==> config.mk <==
export PLATFORM = sky130hd
export DESIGN_NAME = touch_report_decoder
export DESIGN_NICKNAME = d
export VERILOG_FILES = /design/src/design/trd_pkg.sv /design/src/design/touch_report_decoder.sv /design/src/design/trd_decoder.sv
export SDC_FILE = /design/constraint.sdc
export NUM_CORES = 1
export LEC_CHECK = 0
export BUFFER_PORTS_ARGS = -buffer_cell sky130_fd_sc_hd__buf_2
export CORE_AREA = 2 2 135 137
export CTS_BUF_LIST = sky130_fd_sc_hd__clkbuf_2
export DETAILED_ROUTE_END_ITERATION = 6
export DIE_AREA = 0 0 137 139
export GPL_TIMING_DRIVEN = 0
export PLACE_DENSITY = 0.84
export SYNTH_ARGS = -nofsm -noshare
export SYNTH_HDL_FRONTEND = slang
export SYNTH_SLANG_ARGS = --single-unit
==> constraint.sdc <==
create_clock -name aclk -period 12.4 [get_ports aclk]
set_input_delay 2.48 -clock aclk [delete_from_list [all_inputs] [get_ports aclk]]
set_output_delay 2.48 -clock aclk [all_outputs]
set_load 0.02 [all_outputs]
==> src/design/trd_pkg.sv <==
// ============================================================================
// trd_pkg - shared types and constants of the touch report decoder
// Action and result codes, field widths, configuration and result records.
// ============================================================================
package trd_pkg;

    localparam int MAX_POINTS       = 10;
    localparam int MAX_REPORT_BYTES = 64;

    localparam int LEN_W   = 7;
    localparam int CNT_W   = 4;
    localparam int COORD_W = 12;
    localparam int DIM_W   = 13;
    localparam int CFG_W   = 13;
    localparam int CFG_IDX_W = 2;

    localparam logic [2:0] ACT_NONE      = 3'd0;
    localparam logic [2:0] ACT_CLEAR     = 3'd1;
    localparam logic [2:0] ACT_EXIT_BIOS = 3'd2;
    localparam logic [2:0] ACT_START_CPU = 3'd3;
    localparam logic [2:0] ACT_READ      = 3'd4;

    localparam logic [1:0] RES_STATUS = 2'd0;
    localparam logic [1:0] RES_POINT  = 2'd1;
    localparam logic [1:0] RES_DONE   = 2'd2;

    localparam logic [CFG_IDX_W-1:0] REG_SCREEN_WIDTH  = 2'd0;
    localparam logic [CFG_IDX_W-1:0] REG_SCREEN_HEIGHT = 2'd1;
    localparam logic [CFG_IDX_W-1:0] REG_ROTATION      = 2'd2;
    localparam logic [CFG_IDX_W-1:0] REG_MAX_POINTS    = 2'd3;

    localparam logic [1:0] ROT_0   = 2'd0;
    localparam logic [1:0] ROT_90  = 2'd1;
    localparam logic [1:0] ROT_180 = 2'd2;
    localparam logic [1:0] ROT_270 = 2'd3;

    localparam logic [7:0] GESTURE_HEADER = 8'hF6;
    localparam logic [7:0] POINT_HEADER_MAX = 8'h0A;
    localparam logic [LEN_W-1:0] HEADER_BYTES = 7'd4;
    localparam logic [LEN_W-1:0] GESTURE_INDEX = 7'd6;
    localparam logic [LEN_W-1:0] POINT_MIN_LEN = 7'd10;
    localparam logic [LEN_W-1:0] GESTURE_MIN_LEN = 7'd7;

    typedef struct packed {
        logic [DIM_W-1:0] screen_width;
        logic [DIM_W-1:0] screen_height;
        logic [1:0]       rotation;
        logic [CNT_W-1:0] max_report_points;
    } trd_cfg_t;

    typedef struct packed {
        logic               valid;
        logic [1:0]         result_kind;
        logic [2:0]         action;
        logic [LEN_W-1:0]   read_length;
        logic [COORD_W-1:0] point_x;
        logic [COORD_W-1:0] point_y;
        logic [7:0]         touch_id;
        logic [7:0]         strength;
        logic [CNT_W-1:0]   point_count;
        logic [2:0]         gesture;
    } trd_result_t;

    // full 6-byte records after the header: (len - 4) / 6 via reciprocal 43/256
    function automatic logic [CNT_W-1:0] record_count(input logic [LEN_W-1:0] len);
        logic [LEN_W-1:0] body;
        logic [LEN_W+5:0] prod;
        logic [4:0]       quot;
        body = len - HEADER_BYTES;
        prod = (LEN_W+6)'(body) * (LEN_W+6)'(43);
        quot = prod[LEN_W+5:8];
        if (len < POINT_MIN_LEN) begin
            record_count = '0;
        end else if (quot > 5'(MAX_POINTS)) begin
            record_count = CNT_W'(MAX_POINTS);
        end else begin
            record_count = CNT_W'(quot);
        end
    endfunction

endpackage

==> src/design/touch_report_decoder.sv <==
// Path: input register, decoder, result register. Throughput: one item per
// cycle while m_ready does not stall; the input and result registers decouple
// the two channels, so a new item is taken while a result waits.
// Reset: all report state and handshake flags cleared; panel registers return
// to 412 x 412, no rotation, ten points per report.
// ============================================================================
// touch_report_decoder - touch controller status and report decoder
// Input register, decoder with report state, result register, config bank.
// ============================================================================
module touch_report_decoder (
    input  logic                                aclk,
    input  logic                                aresetn,
    input  logic                                s_valid,
    output logic                                s_ready,
    input  logic                                s_kind,
    input  logic [31:0]                         s_status_word,
    input  logic [7:0]                          s_report_byte,
    output logic                                m_valid,
    input  logic                                m_ready,
    output logic [1:0]                          m_result_kind,
    output logic [2:0]                          m_action,
    output logic [trd_pkg::LEN_W-1:0]           m_read_length,
    output logic [trd_pkg::COORD_W-1:0]         m_point_x,
    output logic [trd_pkg::COORD_W-1:0]         m_point_y,
    output logic [7:0]                          m_touch_id,
    output logic [7:0]                          m_strength,
    output logic [trd_pkg::CNT_W-1:0]           m_point_count,
    output logic [2:0]                          m_gesture,
    input  logic                                cfg_wr_en,
    input  logic [trd_pkg::CFG_IDX_W-1:0]       cfg_index,
    input  logic [trd_pkg::CFG_W-1:0]           cfg_wr_data
);

    trd_pkg::trd_cfg_t    cfg_reg;
    trd_pkg::trd_result_t res;
    trd_pkg::trd_result_t out_reg;

    logic        in_valid_reg;
    logic        in_kind_reg;
    logic [31:0] in_status_reg;
    logic [7:0]  in_byte_reg;
    logic        m_valid_reg;
    logic        out_free;
    logic        fire;

    assign out_free = !m_valid_reg || m_ready;
    assign fire     = in_valid_reg && out_free;
    assign s_ready  = !in_valid_reg || out_free;

    // configuration bank
    always_ff @(posedge aclk) begin
        if (!aresetn) begin
            cfg_reg.screen_width      <= trd_pkg::DIM_W'(412);
            cfg_reg.screen_height     <= trd_pkg::DIM_W'(412);
            cfg_reg.rotation          <= trd_pkg::ROT_0;
            cfg_reg.max_report_points <= trd_pkg::CNT_W'(trd_pkg::MAX_POINTS);
        end else if (cfg_wr_en) begin
            case (cfg_index)
                trd_pkg::REG_SCREEN_WIDTH:  cfg_reg.screen_width  <= cfg_wr_data;
                trd_pkg::REG_SCREEN_HEIGHT: cfg_reg.screen_height <= cfg_wr_data;
                trd_pkg::REG_ROTATION:      cfg_reg.rotation      <= cfg_wr_data[1:0];
                trd_pkg::REG_MAX_POINTS: begin
                    cfg_reg.max_report_points <= cfg_wr_data[trd_pkg::CNT_W-1:0];
                end
                default: begin
                end
            endcase
        end
    end

    // input register: hold until the decoder takes the item
    always_ff @(posedge aclk) begin
        if (!aresetn) begin
            in_valid_reg <= 1'b0;
        end else if (s_valid && s_ready) begin
            in_valid_reg <= 1'b1;
        end else if (fire) begin
            in_valid_reg <= 1'b0;
        end
    end

    always_ff @(posedge aclk) begin
        if (s_valid && s_ready) begin
            in_kind_reg   <= s_kind;
            in_status_reg <= s_status_word;
            in_byte_reg   <= s_report_byte;
        end
    end

    trd_decoder u_decoder (
        .aclk        (aclk),
        .aresetn     (aresetn),
        .fire        (fire),
        .kind        (in_kind_reg),
        .status_word (in_status_reg),
        .report_byte (in_byte_reg),
        .cfg         (cfg_reg),
        .res         (res)
    );

    // result register: advance when empty or being drained
    always_ff @(posedge aclk) begin
        if (!aresetn) begin
            m_valid_reg <= 1'b0;
        end else if (out_free) begin
            m_valid_reg <= fire && res.valid;
        end
    end

    always_ff @(posedge aclk) begin
        if (fire && out_free) begin
            out_reg <= res;
        end
    end

    assign m_valid       = m_valid_reg;
    assign m_result_kind = out_reg.result_kind;
    assign m_action      = out_reg.action;
    assign m_read_length = out_reg.read_length;
    assign m_point_x     = out_reg.point_x;
    assign m_point_y     = out_reg.point_y;
    assign m_touch_id    = out_reg.touch_id;
    assign m_strength    = out_reg.strength;
    assign m_point_count = out_reg.point_count;
    assign m_gesture     = out_reg.gesture;

endmodule

==> src/design/trd_decoder.sv <==
// ============================================================================
// trd_decoder - status and report byte decoder
// Holds the report state and forms at most one result for each item.
// ============================================================================
module trd_decoder (
    input  logic                aclk,
    input  logic                aresetn,
    input  logic                fire,
    input  logic                kind,
    input  logic [31:0]         status_word,
    input  logic [7:0]          report_byte,
    input  trd_pkg::trd_cfg_t   cfg,
    output trd_pkg::trd_result_t res
);

    logic                           receiving_reg, receiving_next;
    logic                           point_flag_reg, point_flag_next;
    logic                           gesture_flag_reg, gesture_flag_next;
    logic [trd_pkg::LEN_W-1:0]      exp_len_reg, exp_len_next;
    logic [trd_pkg::LEN_W-1:0]      byte_index_reg, byte_index_next;
    logic [2:0]                     record_byte_reg, record_byte_next;
    logic [trd_pkg::CNT_W-1:0]      records_left_reg, records_left_next;
    logic [trd_pkg::CNT_W-1:0]      emitted_reg, emitted_next;
    logic [7:0]                     header4_reg, header4_next;
    logic [31:0]                    staged_reg, staged_next;
    logic [2:0]                     gesture_reg, gesture_next;

    always_comb begin
        logic [7:0]                  b0;
        logic [7:0]                  b1;
        logic [15:0]                 len;
        logic [2:0]                  act;
        logic [7:0]                  hdr;
        logic                        pm;
        logic [trd_pkg::CNT_W-1:0]   limit;
        logic [trd_pkg::COORD_W-1:0] x;
        logic [trd_pkg::COORD_W-1:0] y;
        logic [trd_pkg::DIM_W-1:0]   rx;
        logic [trd_pkg::DIM_W-1:0]   ry;
        logic [trd_pkg::LEN_W:0]     idx_inc;

        receiving_next    = receiving_reg;
        point_flag_next   = point_flag_reg;
        gesture_flag_next = gesture_flag_reg;
        exp_len_next      = exp_len_reg;
        byte_index_next   = byte_index_reg;
        record_byte_next  = record_byte_reg;
        records_left_next = records_left_reg;
        emitted_next      = emitted_reg;
        header4_next      = header4_reg;
        staged_next       = staged_reg;
        gesture_next      = gesture_reg;
        res               = '0;

        b0      = status_word[7:0];
        b1      = status_word[15:8];
        len     = status_word[31:16];
        act     = trd_pkg::ACT_NONE;
        hdr     = (byte_index_reg == trd_pkg::HEADER_BYTES) ? report_byte : header4_reg;
        pm      = point_flag_reg && (exp_len_reg >= trd_pkg::POINT_MIN_LEN)
                  && (hdr <= trd_pkg::POINT_HEADER_MAX);
        limit   = (cfg.max_report_points > trd_pkg::CNT_W'(trd_pkg::MAX_POINTS))
                  ? trd_pkg::CNT_W'(trd_pkg::MAX_POINTS) : cfg.max_report_points;
        x       = {staged_reg[31:28], staged_reg[15:8]};
        y       = {staged_reg[27:24], staged_reg[23:16]};
        rx      = trd_pkg::DIM_W'(x);
        ry      = trd_pkg::DIM_W'(y);
        idx_inc = {1'b0, byte_index_reg} + 1'b1;

        case (cfg.rotation)
            trd_pkg::ROT_90: begin
                rx = cfg.screen_height - 1'b1 - trd_pkg::DIM_W'(y);
                ry = trd_pkg::DIM_W'(x);
            end
            trd_pkg::ROT_180: begin
                rx = cfg.screen_width - 1'b1 - trd_pkg::DIM_W'(x);
                ry = cfg.screen_height - 1'b1 - trd_pkg::DIM_W'(y);
            end
            trd_pkg::ROT_270: begin
                rx = trd_pkg::DIM_W'(y);
                ry = cfg.screen_width - 1'b1 - trd_pkg::DIM_W'(x);
            end
            default: begin
            end
        endcase

        if (fire && !kind) begin
            receiving_next    = 1'b0;
            point_flag_next   = 1'b0;
            gesture_flag_next = 1'b0;
            exp_len_next      = '0;
            byte_index_next   = '0;
            record_byte_next  = '0;
            records_left_next = '0;
            emitted_next      = '0;
            header4_next      = '0;
            staged_next       = '0;
            gesture_next      = '0;

            if (b1[6]) begin
                act = trd_pkg::ACT_EXIT_BIOS;
            end else if (b1[5]) begin
                act = trd_pkg::ACT_START_CPU;
            end else if (b1[3] && len == 16'd0) begin
                act = trd_pkg::ACT_CLEAR;
            end else if (!b0[0] && !b0[1]) begin
                act = (b1[3] && b0[3]) ? trd_pkg::ACT_CLEAR : trd_pkg::ACT_NONE;
            end else if (len < 16'(trd_pkg::HEADER_BYTES)
                         || len > 16'(trd_pkg::MAX_REPORT_BYTES)) begin
                act = trd_pkg::ACT_CLEAR;
            end else begin
                act = trd_pkg::ACT_READ;
            end

            res.valid       = 1'b1;
            res.result_kind = trd_pkg::RES_STATUS;
            res.action      = act;
            if (act == trd_pkg::ACT_READ) begin
                receiving_next    = 1'b1;
                point_flag_next   = b0[0];
                gesture_flag_next = b0[1];
                exp_len_next      = len[trd_pkg::LEN_W-1:0];
                records_left_next = trd_pkg::record_count(len[trd_pkg::LEN_W-1:0]);
                res.read_length   = len[trd_pkg::LEN_W-1:0];
            end
        end else if (fire && receiving_reg) begin
            if (byte_index_reg == trd_pkg::HEADER_BYTES) begin
                header4_next = report_byte;
            end

            if (byte_index_reg >= trd_pkg::HEADER_BYTES && records_left_reg != '0) begin
                if (record_byte_reg < 3'd4) begin
                    staged_next[{record_byte_reg[1:0], 3'b000} +: 8] =
                        staged_reg[{record_byte_reg[1:0], 3'b000} +: 8] | report_byte;
                    record_byte_next = record_byte_reg + 1'b1;
                end else if (record_byte_reg == 3'd4) begin
                    if (pm && emitted_reg < limit && report_byte != 8'd0
                        && trd_pkg::DIM_W'(x) < cfg.screen_width
                        && trd_pkg::DIM_W'(y) < cfg.screen_height) begin
                        emitted_next    = emitted_reg + 1'b1;
                        res.valid       = 1'b1;
                        res.result_kind = trd_pkg::RES_POINT;
                        res.point_x     = rx[trd_pkg::COORD_W-1:0];
                        res.point_y     = ry[trd_pkg::COORD_W-1:0];
                        res.touch_id    = staged_reg[7:0];
                        res.strength    = report_byte;
                    end
                    record_byte_next = 3'd5;
                end else begin
                    record_byte_next  = '0;
                    staged_next       = '0;
                    records_left_next = records_left_reg - 1'b1;
                end
            end

            if (byte_index_reg == trd_pkg::GESTURE_INDEX && !pm && gesture_flag_reg
                && exp_len_reg >= trd_pkg::GESTURE_MIN_LEN
                && hdr == trd_pkg::GESTURE_HEADER) begin
                gesture_next = report_byte[2:0];
            end

            byte_index_next = idx_inc[trd_pkg::LEN_W-1:0];
            if (idx_inc >= {1'b0, exp_len_reg}) begin
                receiving_next  = 1'b0;
                res             = '0;
                res.valid       = 1'b1;
                res.result_kind = trd_pkg::RES_DONE;
                res.point_count = emitted_next;
                res.gesture     = gesture_next;
            end
        end
    end

    always_ff @(posedge aclk) begin
        if (!aresetn) begin
            receiving_reg    <= 1'b0;
            point_flag_reg   <= 1'b0;
            gesture_flag_reg <= 1'b0;
            exp_len_reg      <= '0;
            byte_index_reg   <= '0;
            record_byte_reg  <= '0;
            records_left_reg <= '0;
            emitted_reg      <= '0;
            header4_reg      <= '0;
            staged_reg       <= '0;
            gesture_reg      <= '0;
        end else begin
            receiving_reg    <= receiving_next;
            point_flag_reg   <= point_flag_next;
            gesture_flag_reg <= gesture_flag_next;
            exp_len_reg      <= exp_len_next;
            byte_index_reg   <= byte_index_next;
            record_byte_reg  <= record_byte_next;
            records_left_reg <= records_left_next;
            emitted_reg      <= emitted_next;
            header4_reg      <= header4_next;
            staged_reg       <= staged_next;
            gesture_reg      <= gesture_next;
        end
    end

endmodule

### Yosys cells after proc, flatten, opt, wreduce, memory -nomap -nowiden

Index checks and enable logic that the tools add are counted.

* bitwise logic cells: 7
* multiply operators: 1
* equality and inequality tests: 14
* add/subtract/negate cells: 10
* shift-type cells: 3
* multiplexer cells: 49
* order comparisons: 14
* reductions and logical operators: 50

Operator list (count)
* two-way mux 40 bit: 4
* two-way mux 60 bit: 2
* case mux 12 bit (3 select lines): 2
* two-way mux 32 bit: 2
* two-way mux 4 bit: 13
* two-way mux 3 bit: 13
* bitwise mux 32 bit: 1
* variable shift 8 x 7 -> 32 bit (first input constant): 1
* indexed part select 32 x 6 -> 8 bit: 1
* indexed part select 8 x 7 -> 32 bit: 1
* less-than comparator 12 x 13 -> 1 bit: 2
* subtractor 12 x 1 -> 12 bit (second input constant): 2
* subtractor 12 bit: 2
* logical AND 1 bit: 20
* > comparator 16 x 7 -> 1 bit (second input constant): 1
* logical NOT 16 bit: 1
* less-than comparator 16 x 3 -> 1 bit (second input constant): 1
* == test 7 x 3 -> 1 bit (second input constant): 2
* >= comparator 7 x 3 -> 1 bit (second input constant): 2
* multiplier 7 x 6 -> 13 bit (second input constant): 1
* two-way mux 13 bit: 1
* AND reduction 2 bit: 6
* two-way mux 1 bit: 9
* adder 7 x 1 -> 8 bit (second input constant): 1
* other kinds (34): 57

* bits of input ports: 61
* register bits: 205
* word-level logic and storage cells: 178
* output and inout port bits: 61

### Depth between registers and ports, before layout

Gate-level depths: netlist of the first run.

* depth in word-level cells: 16
* gate-level depth with buffers: 17
* gate-level depth less buffers: 17

### Cells and area by module

From an unflattened synthesis of the first run, not the netlist that was laid out.

* cells, all modules: 1134
* area, all modules: 11538.6 um^2

Modules (own cells, without submodules)
* trd_decoder: cells an instance 898, times used 1, sequential area each 1421.4 um^2, area each 7165.6 um^2
* touch_report_decoder: cells an instance 236, times used 1, sequential area each 3683.5 um^2, area each 4372.9 um^2

### Worst setup path before layout of the first run

No wires, ideal clock.

* path type: input -> output
* start: input port m_ready
* end: output port s_ready
* buffers on the path: 0
* path slack: 7.160 ns
* required time: 9.920 ns
* stages on the path: 2
* data arrival time: 2.760 ns
* cell sequence: nor2b_1 > nand2_1

* word-level cells in the longest chain between the ends: 2

RTL lines
* start, declared: line touch_report_decoder.sv:19 `input logic m_ready,`
* logical OR 1 bit: line touch_report_decoder.sv:46 `assign out_free = !m_valid_reg || m_ready;`
* logical OR 1 bit: line touch_report_decoder.sv:48 `assign s_ready = !in_valid_reg || out_free;`
* end, declared: line touch_report_decoder.sv:14 `output logic s_ready,`

No other way between the ends.

### Worst setup path in the final report of the first run

Ends and elaborated chain as after synthesis.

==> qor.csv, run 1 <==
metric,value,unit
cap_violations,0,
grtUsageTotal,0.289,
postSynthCellCount,1148,
dp.cells,1489,
crit_arrival,2.97,ns
drt-pass1-iter-count,7,
max_stage_delay,0.17,ns
power_density,97.4,nW/um^2
cts_htree_levels,4,
critPathCaptureType,primary output,
synth_ff_type,dfxtp_1,
slowest_stage,buf_2,
dieArea,19000,sq um
crit_top_cell,buf_2,
vias,8989,
cts_root_buffer,clkbuf_2,
path_cells,buf_2 -> nor2b_1 -> nand2_1 -> buf_2,
ir_drop,0.105,mV
drcViolationCount,2,
die_h,139,microns
grt_setup_unrepaired,false,
violations,design-rule violations,
timing.final.crit_share,0.439,
nFillCells,1358,
total_power,1.21,mW
drv_slew,0,
final_nets,1442,
wl_per_cell,17.3,microns
ys_seq_area_frac,0.426,
setup-tns-final,0,ns
ys_warn_count,0,
insertion_delay,0.81,ns
finalHoldViolations,0,
fmax,0.184,GHz
async_reset_ff_frac,0,
tightestPinTransition,1.08,ns
hold_path_class,reg -> reg,
critPathRequiredTime,9.92,ns
synth_cell_types,71,
fin_crit,5.45,ns
fin_cells,1522,
vias_per_cell,5.91,
leakagePower,5.00,nW
overflow,0,
grt_pass1_vias,8478,
initial_utilization,0.638,
critPathTopFamily,buffers and inverters,
grt_max_degree,45,
cp-start-kind,input port,
grt_pass1_wl,42900,microns
cts_resized,0,
dr.first_iter.drc_count,873,
cts_tree,built,
drt_wl_total,26400,microns
antenna_found_initial,1,
avgSynthCellArea,9.82,sq um
cp_max_fo,2,
multiInputGateArea,5920,sq um
numCtsBuffers,17,
synth-seq-cells,195,
clock_skew,0.0548,ns
placementRows,49,
drive_above_1_share,0.152,
path_buf_inv,2,
path_class,in -> out,
core_area,17700,sq um
cts_num_sinks,195,
regArea,4800,sq um
synthToLayoutAreaGrowth,9.77,%
slew_headroom,0.278,
outcome,finished with violations,
io_buffer_count,111,
ios,122,
ant_nets,0,
syn_area,11300,sq um
synth_edf_count,90,
path_clk_slew,0.29,ns
post_cts_buffers,0,
setup_viol,0,
final_util,0.701,
holdBufCountCts,0,
syn_nets,1311,
place_hpwl,20400,microns
die-width,137,microns
gp_congestion,0.938,
cts_buffer_depth,2,
-- per-stage QoR --
stage                     hold WS, ns  setup slack (ns)  cell area (sq um)
final                           0.501              6.95              12400
after global routing            0.537              6.87              12400
after CTS                       0.503              6.95              12400
after detailed placement        0.475              6.95              12100
after global placement          0.458              6.95              12100
after floorplan                 0.443              7.16              11300
-- cells in the final DEF, fill, tap and decap left out, drive strengths merged, types with 4 or more instances in the layout --
cell type	Yosys	routed
edfxtp	90	90
xnor2	16	16
nand4	7	7
a21boi	19	19
nand2	107	107
o22ai	6	6
a211oi	16	16
xor2	19	19
o21a	9	9
clkinv	0	7
nand2b	11	11
o211ai	14	14
o21ai	44	44
dfxtp	105	105
and3	5	5
nor3	21	21
nand3	19	19
nor2b	21	21
a21oi	59	59
ha	94	94
nand3b	15	15
clkbuf	32	50
buf	11	123
o31ai	4	4
mux2i	53	53
or3	4	4
nor4	6	6
fa	8	8
and2	29	29
inv	98	104
nor2	127	127
a22o	5	5
mux4	18	18
a21o	5	5
-- worst paths after layout --
| path | from | to | slack [ns] | cells after the start |
|---|---|---|---|---|
| hold / removal | cfg_reg[30]$_SDFFE_PN0P_ | cfg_reg[30]$_SDFFE_PN0P_ | 0.50 | 2 |
| hold reg to reg | cfg_reg[30]$_SDFFE_PN0P_ | cfg_reg[30]$_SDFFE_PN0P_ | 0.50 | 2 |
| setup / recovery | m_ready | s_ready | 6.95 | 4 |
| setup reg to reg | in_status_reg[18]$_DFFE_PP_ | u_decoder.records_left_reg[3]$_SDFFE_PN0P_ | 7.32 | 17 |
-- layer usage --
layer  vias to the layer above  share of wire  global-route usage
met3                        67          0.075              0.0523
met1                      4247           0.42               0.393
met4                         0          0.030               0.109
met2                       369           0.48               0.461
met5                         -              0                   0
li1                       4306              -                   -
-- Yosys cell counts, types with 8 or more instances --
cell type,n,area (sq um)
a211oi_1,16,120
nor3_1,21,105
and2_1,29,181
xnor2_1,16,140
nand2b_1,11,68.8
fa_1,8,160
edfxtp_1,90,2700
nand3_1,19,95.1
xor2_1,19,166
nand2_1,107,402
a21oi_1,54,270
o211ai_1,14,105
dfxtp_1,105,2100
o21a_1,9,67.6
a21boi_0,19,143
mux2i_1,53,531
o21ai_0,44,220
nor2_1,127,477
ha_1,94,1180
inv_1,97,364
nand3b_1,15,113
mux4_2,18,405
nor2b_1,21,131
clkbuf_1,31,116
-- report_power, final --
part	internal, mW	total (mW)	switching, mW
Combinational	0.0825	0.206	0.123
Clock	0.0650	0.301	0.236
Sequential	0.689	0.698	0.00968
-- cell families after synthesis --
group           count (synthesis)  share of synthesized area
simple gates                  388                      0.164
xor+xnor                       35                     0.0272
fa+ha+maj                     102                      0.119
flops                         195                      0.426
buf+inv                       141                     0.0483
compound gates                213                      0.129
mux                            74                     0.0860
-- worst min-delay path, cell delays in order (launching register included) --
cell and delay [ns]:
dfxtp_1 0.38, nand2_1 0.05, a21boi_0 0.07
-- cell type report --
class                      count  share of cell area
sequential                   195               0.388
tap                          229              0.0232
clock buffer                  18             0.00728
inverter                      98              0.0297
buffer                        43              0.0143
clock inverter                14              0.0116
antenna                        1            0.000202
timing repair buffer         112              0.0465
multi-input combinational    812               0.479
No activity file was read; power rests on OpenSTA's default activity.
==> run 2, diff against run 1 <==
--- a/config.mk
+++ b/config.mk
@@ -6,12 +6,12 @@
 export NUM_CORES = 1
 export LEC_CHECK = 0
 export BUFFER_PORTS_ARGS = -buffer_cell sky130_fd_sc_hd__buf_2
-export CORE_AREA = 2 2 135 137
+export CORE_AREA = 2 2 147 149
 export CTS_BUF_LIST = sky130_fd_sc_hd__clkbuf_2
 export DETAILED_ROUTE_END_ITERATION = 6
-export DIE_AREA = 0 0 137 139
+export DIE_AREA = 0 0 149 151
 export GPL_TIMING_DRIVEN = 0
-export PLACE_DENSITY = 0.84
+export PLACE_DENSITY = 0.75
 export SYNTH_ARGS = -nofsm -noshare
 export SYNTH_HDL_FRONTEND = slang
 export SYNTH_SLANG_ARGS = --single-unit
==> constraint.sdc (replaced) <==
create_clock -name aclk -period 4.5 [get_ports aclk]
set_input_delay 0.9 -clock aclk [delete_from_list [all_inputs] [get_ports aclk]]
set_output_delay 0.9 -clock aclk [all_outputs]
set_load 0.02 [all_outputs]
==> run 2 against run 1 <==
Critical endpoint is now u_decoder.records_left_reg[3]$_SDFFE_PN0P_. Non-clock buffer count rose by 9. Hold slack got worse by 0.28 ns. The flow now finishes without violations. Largest power group unchanged. Flip-flop and latch count did not move. Clock-buffer cell count fell by 1. Sequential share of layout area fell by 0.70 points.
==> qor.csv, run 2 (synthesized netlist as in run 1, its figures left out) <==
metric,value,unit,change
outcome,completed,,was finished with violations
drcViolationCount,0,,was 2
dr.first_iter.drc_count,613,,was 873
ir_drop,0.181,mV,was 0.105 mV
nFillCells,1802,,was 1358
crit_start,in_status_reg[19]$_DFFE_PP_,,was m_ready
vias,8828,,was 8989
clock_skew,0.0437,ns,was 0.0548 ns
critPathCaptureType,flip-flop,,was primary output
r2r-start,in_status_reg[19]$_DFFE_PP_,,was in_status_reg[18]$_DFFE_PP_
initial_utilization,0.541,,was 0.638
final_common_cell,nor2_1,,unchanged
vias_per_cell,5.60,,was 5.91
numCtsBuffers,17,,unchanged
drv_slew,0,,unchanged
total_power,3.46,mW,was 1.21 mW
die-width,149,microns,was 137 microns
grtUsageTotal,0.240,,was 0.289
fin_crit,4.33,ns,
crit_arrival,5.10,ns,was 2.97 ns
cts_htree_levels,4,,unchanged
slew_headroom,0.306,,was 0.278
antenna_found_initial,1,,unchanged
power_density,274,nW/um^2,was 97.4 nW/um^2
fmax,0.231,GHz,
overflow,0,,unchanged
drive_above_1_share,0.166,,was 0.152
gp_congestion,0.929,,was 0.938
path_class,reg -> reg,,was in -> out
regArea,4800,sq um,unchanged
grt_max_degree,45,,unchanged
timing.final.crit_share,0.963,,
hold_depth,1,,was 2
wl_per_cell,16.9,microns,was 17.3 microns
cts_tree,built,,unchanged
critPathRequiredTime,5.27,ns,was 9.92 ns
holdBufCountCts,0,,unchanged
holdWs,0.217,ns,was 0.501 ns
cp_max_fo,4,,was 2
multiInputGateArea,6000,sq um,was 5920 sq um
grt_pass1_vias,8081,,was 8478
grt_pass1_wl,41800,microns,was 42900 microns
dieArea,22500,sq um,was 19000 sq um
final_cell_mix,"nor2_1 (127), buf_2 (116), nand2_1 (107)",,unchanged
ff2ff_path_depth,17,,unchanged
cts_num_sinks,195,,unchanged
io_buffer_count,111,,unchanged
drt-pass1-iter-count,5,,was 7
final_nets,1451,,was 1442
leakagePower,5.06,nW,was 5.00 nW
path_clk_slew,0.29,ns,about the same
cp-start-kind,flip-flop,,was input port
place_hpwl,20200,microns,was 20400 microns
core_area,20800,sq um,was 17700 sq um
hold_path_class,in -> reg,,was reg -> reg
cts_buffer_depth,2,,unchanged
setup_viol,0,,unchanged
ios,122,,unchanged
synthToLayoutAreaGrowth,11.8,%,was 9.77%
tightestPinTransition,1.04,ns,was 1.08 ns
grt_setup_unrepaired,true,,was false
ant_nets,0,,unchanged
drt_wl_total,26600,microns,was 26400 microns
die_h,151,microns,was 139 microns
min_from,s_report_byte[3],,was cfg_reg[30]$_SDFFE_PN0P_
insertion_delay,0.84,ns,was 0.81 ns
finalHoldViolations,0,,unchanged
cap_violations,0,,unchanged
cts_root_buffer,clkbuf_2,,unchanged
placementRows,53,,was 49
==> run 2: what timing repair did <==
| action | CTS | global route |
|---|---|---|
| pin swaps | 1 | 6 |
| gates cloned | 0 | 0 |
| resized for setup | 8 | 7 |
| setup buffers | 6 | 3 |
| hold endpoints to repair | 0 | 0 |
| endpoints found under the setup margin | 4 | 3 |
==> run 2: report_power, final <==
| group | internal [mW] | switching [mW] | total (mW) |
|---|---|---|---|
| clock | 0.278 | 0.655 | 0.933 |
| sequential | 1.90 | 0.0272 | 1.92 |
| combinational | 0.250 | 0.350 | 0.599 |
| total | 2.42 | 1.03 | 3.46 |
==> run 2: layout make-up <==
class	count	area share
antenna	1	0.000199
sequential	195	0.381
clock inverter	15	0.0136
timing repair buffer	121	0.0510
multi-input combinational	812	0.477
clock buffer	17	0.00675
buffer	43	0.0140
tap	275	0.0273
inverter	98	0.0292
==> run 2: worst paths after layout <==
kind	slack [ns]	end
min	0.22	in_byte_reg[3]$_DFFE_PP_
max reg2reg	0.17	u_decoder.records_left_reg[3]$_SDFFE_PN0P_
min reg2reg	0.50	cfg_reg[17]$_SDFFE_PN0P_
max	0.17	u_decoder.records_left_reg[3]$_SDFFE_PN0P_
==> run 2: layer usage <==
layer / routed length, microns / vias up / share of wire / GRT usage
li1: - / 4321 / - / -
met1: 12000 / 4154 / 0.45 / 0.323
met2: 12400 / 300 / 0.47 / 0.394
met3: 1440 / 53 / 0.054 / 0.0401
met4: 769 / 0 / 0.029 / 0.0838
met5: 0 / - / 0 / 0
==> run 2: worst max-delay path, stage by stage, from the launching register on <==
cell	delay (ns)
edfxtp_1	0.51
inv_2	0.13
ha_4	0.16
nand2_1	0.08
xnor2_2	0.17
ha_1	0.28
inv_1	0.05
fa_1	0.50
fa_1	0.54
inv_1	0.04
ha_1	0.30
and4b_1	0.21
a41oi_2	0.24
a21oi_2	0.09
or3_4	0.37
a21o_1	0.19
a311o_1	0.34
o21ai_0	0.06
==> run 2: through the flow <==
stage / util / area, sq um / setup TNS (ns) / cells / setup WS (ns)
after floorplan: - / 11300 / 0 / 1148 / 0.0595
after global placement: 0.584 / 12200 / -0.865 / 1534 / -0.419
after detailed placement: 0.586 / 12200 / -1.14 / 1535 / -0.497
after CTS: 0.601 / 12500 / 0 / 1573 / 0.0208
after global routing: 0.605 / 12600 / -0.0110 / 1577 / -0.0110
final: 0.605 / 12600 / 0 / 1577 / 0.167
==> run 3, diff against run 2 <==
--- a/config.mk
+++ b/config.mk
@@ -6,12 +6,13 @@
 export NUM_CORES = 1
 export LEC_CHECK = 0
 export BUFFER_PORTS_ARGS = -buffer_cell sky130_fd_sc_hd__buf_2
-export CORE_AREA = 2 2 147 149
-export CTS_BUF_LIST = sky130_fd_sc_hd__clkbuf_2
+export CORE_AREA = 2 2 150 152
 export DETAILED_ROUTE_END_ITERATION = 6
-export DIE_AREA = 0 0 149 151
+export DIE_AREA = 0 0 152 154
+export GPL_ROUTABILITY_DRIVEN = 0
 export GPL_TIMING_DRIVEN = 0
-export PLACE_DENSITY = 0.75
+export PLACE_DENSITY = 0.74
 export SYNTH_ARGS = -nofsm -noshare
 export SYNTH_HDL_FRONTEND = slang
+export SYNTH_HIERARCHICAL = 1
 export SYNTH_SLANG_ARGS = --single-unit
==> run 3 against run 2 <==
Design area increased by 1.5%. Worst setup slack improved by 0.029 ns. Fmax increased by 0.66%. Via count decreased by 0.80%. Sequential share of layout area decreased by 0.58 points. Routed wire length increased by 2.8%. Sequential power about the same. Clock skew decreased by 0.024 ns. Clock-buffer cell count unchanged. Critical endpoint is now u_decoder/records_left_reg[2]$_SDFFE_PN0P_.
==> qor.csv, run 3 <==
metric,value,unit,change
outcome,completed,,unchanged
grt_pass1_vias,8476,,was 8081
antenna_found_initial,0,,was 1
drv_slew,0,,unchanged
critPathRequiredTime,4.85,ns,was 5.27 ns
drt_wl_total,27400,microns,was 26600 microns
avgSynthCellArea,10.0,sq um,was 9.82 sq um
placementRows,54,,was 53
numCtsBuffers,17,,unchanged
final_nets,1419,,was 1451
drcViolationCount,0,,unchanged
grtUsageTotal,0.236,,was 0.240
setup-tns-final,0,ns,unchanged
final_util,0.590,,was 0.605
crit_top_cell,ha_1,,
seqPwrFrac,0.477,,was 0.557
finalHoldViolations,0,,unchanged
drive_above_1_share,0.162,,was 0.166
overflow,0,,unchanged
ios,122,,unchanged
critPathTopFamily,adder cells,,unchanged
ys_warn_count,6,,was 0
insertion_delay,0.45,ns,was 0.84 ns
syn_area,11200,sq um,was 11300 sq um
timing.final.crit_share,0.957,,was 0.963
final_common_cell,nor2_1,,unchanged
vias,8757,,was 8828
cts_htree_levels,4,,unchanged
cts_tree,built,,unchanged
cap_violations,0,,unchanged
leakagePower,5.05,nW,was 5.06 nW
fin_crit,4.30,ns,was 4.33 ns
cts_root_buffer,clkbuf_16,,was clkbuf_2
syn_nets,1287,,was 1311
drt-pass1-iter-count,6,,was 5
hold_path_class,reg -> reg,,was in -> reg
slowest_stage,edfxtp_1,,was fa_1
ant_nets,0,,unchanged
grt.met3_usage,0.0383,,was 0.0401
ir_drop,0.291,mV,was 0.181 mV
vias_per_cell,5.65,,was 5.60
combPwrFrac,0.142,,was 0.173
die-width,152,microns,was 149 microns
dieArea,23400,sq um,was 22500 sq um
path_buf_inv,2,,was 3
postSynthCellCount,1124,,was 1148
max_stage_delay,0.52,ns,was 0.54 ns
crit_arrival,4.65,ns,was 5.10 ns
grt_pass1_wl,44300,microns,was 41800 microns
dr.first_iter.drc_count,628,,was 613
path_class,reg -> reg,,unchanged
r2r_setup_slack,0.20,ns,was 0.17 ns
ff2ff_path_depth,15,,was 17
p_clk_frac,0.382,,was 0.270
cts_buffer_depth,2,,unchanged
grt_most_used_layer,met2,,unchanged
grt.met2_usage,0.376,,was 0.394
clock_skew,0.0199,ns,was 0.0437 ns
io_buffer_count,110,,was 111
critPathCaptureType,flip-flop,,unchanged
crit_cells,15,,was 17
total_power,4.06,mW,was 3.46 mW
synthToLayoutAreaGrowth,13.9,%,was 11.8%
cp-start-kind,flip-flop,,unchanged
nFillCells,1810,,was 1802
path_cells,nor3_1 -> xor2_2 -> ha_1 -> ha_1 -> inv_1 -> fa_1 -> inv_1 -> ha_1 -> a2111oi_1 -> o21ai_1 -> a31o_2 -> and2_1 -> nor2_1 -> xnor2_1 -> a41o_1,,was inv_2 -> ha_4 -> nand2_1 -> xnor2_2 -> ha_1 -> inv_1 -> fa_1 -> fa_1 -> inv_1 -> ha_1 -> and4b_1 -> a41oi_2 -> a21oi_2 -> or3_4 -> a21o_1 -> a311o_1 -> o21ai_0
core_area,21700,sq um,was 20800 sq um
sw_frac_of_total,0.277,,was 0.299
place_hpwl,20800,microns,was 20200 microns
path_clk_slew,0.08,ns,was 0.29 ns
fmax,0.232,GHz,was 0.231 GHz
power_density,317,nW/um^2,was 274 nW/um^2
cp_max_fo,6,,was 4
n_antenna_cell,0,,was 1
tightestPinTransition,0.883,ns,was 1.04 ns
internal_power,2.94,mW,was 2.42 mW
holdWs,0.461,ns,was 0.217 ns
cts_num_sinks,195,,unchanged
slew_headroom,0.411,,was 0.306
final_cell_mix,"nor2_1 (119), buf_2 (115), inv_1 (107)",,"was nor2_1 (127), buf_2 (116), nand2_1 (107)"
setup_viol,0,,unchanged
hold_depth,2,,was 1
power_switching,1.12,mW,was 1.03 mW
die_h,154,microns,was 151 microns
wl_per_cell,17.7,microns,was 16.9 microns
gr-usage-met1,0.318,,was 0.323
initial_utilization,0.518,,was 0.541
grt_max_degree,64,,was 45
==> run 3: worst paths after layout <==
check	startpoint	to
worst max-delay path	in_status_reg[20]$_DFFE_PP_	u_decoder/records_left_reg[2]$_SDFFE_PN0P_
worst min register to register	cfg_reg[31]$_SDFFE_PN0P_	cfg_reg[31]$_SDFFE_PN0P_
worst min-delay path	cfg_reg[31]$_SDFFE_PN0P_	cfg_reg[31]$_SDFFE_PN0P_
worst max register to register	in_status_reg[20]$_DFFE_PP_	u_decoder/records_left_reg[2]$_SDFFE_PN0P_
==> run 3: layer usage <==
layer	up-vias	wire length, microns
li1	4232	-
met1	4117	12100
met2	344	12500
met3	64	1630
met4	0	1130
met5	-	0
==> run 3: worst reg2reg max path: stages (launching register included) <==
cell and delay (ns):
edfxtp_1 0.52, nor3_1 0.34, xor2_2 0.31, ha_1 0.29
ha_1 0.28, inv_1 0.05, fa_1 0.52, inv_1 0.04
ha_1 0.31, a2111oi_1 0.43, o21ai_1 0.19, a31o_2 0.30
and2_1 0.17, nor2_1 0.12, xnor2_1 0.09, a41o_1 0.24
==> run 3: repair_timing <==
action	in CTS	in global routing
resized for setup	3	6
buffers inserted	1	2
hold buffers	0	0
pin swaps	1	1
endpoints found under the setup margin	4	4
==> run 3: per-stage QoR <==
stage	setup slack [ns]	cell area, sq um	cells
floorplan	0.345	11200	1124
global placement	-1.20	12100	1514
detailed placement	-0.117	12100	1514
CTS	0.0616	12800	1547
global route	-0.0783	12800	1549
finish	0.195	12800	1549
==> run 3: power by group through the flow <==
stage | Clock [mW] | Sequential (mW) | Combinational, mW
floorplan | 0 | 2.00 | 0.381
global placement | 0 | 1.98 | 0.547
detailed placement | 0 | 1.98 | 0.561
CTS | 1.57 | 1.94 | 0.565
global route | 1.63 | 1.94 | 0.650
finish | 1.55 | 1.94 | 0.576
==> run 3: layout make-up <==
cell class | instances | area (sq um) | area share
Buffer | 43 | 193 | 0.0151
Clock buffer | 17 | 425 | 0.0332
Clock inverter | 15 | 168 | 0.0131
Inverter | 110 | 413 | 0.0323
Multi-Input combinational cell | 776 | 5870 | 0.459
Sequential cell | 195 | 4800 | 0.376
Tap cell | 280 | 350 | 0.0274
Timing Repair Buffer | 113 | 573 | 0.0448
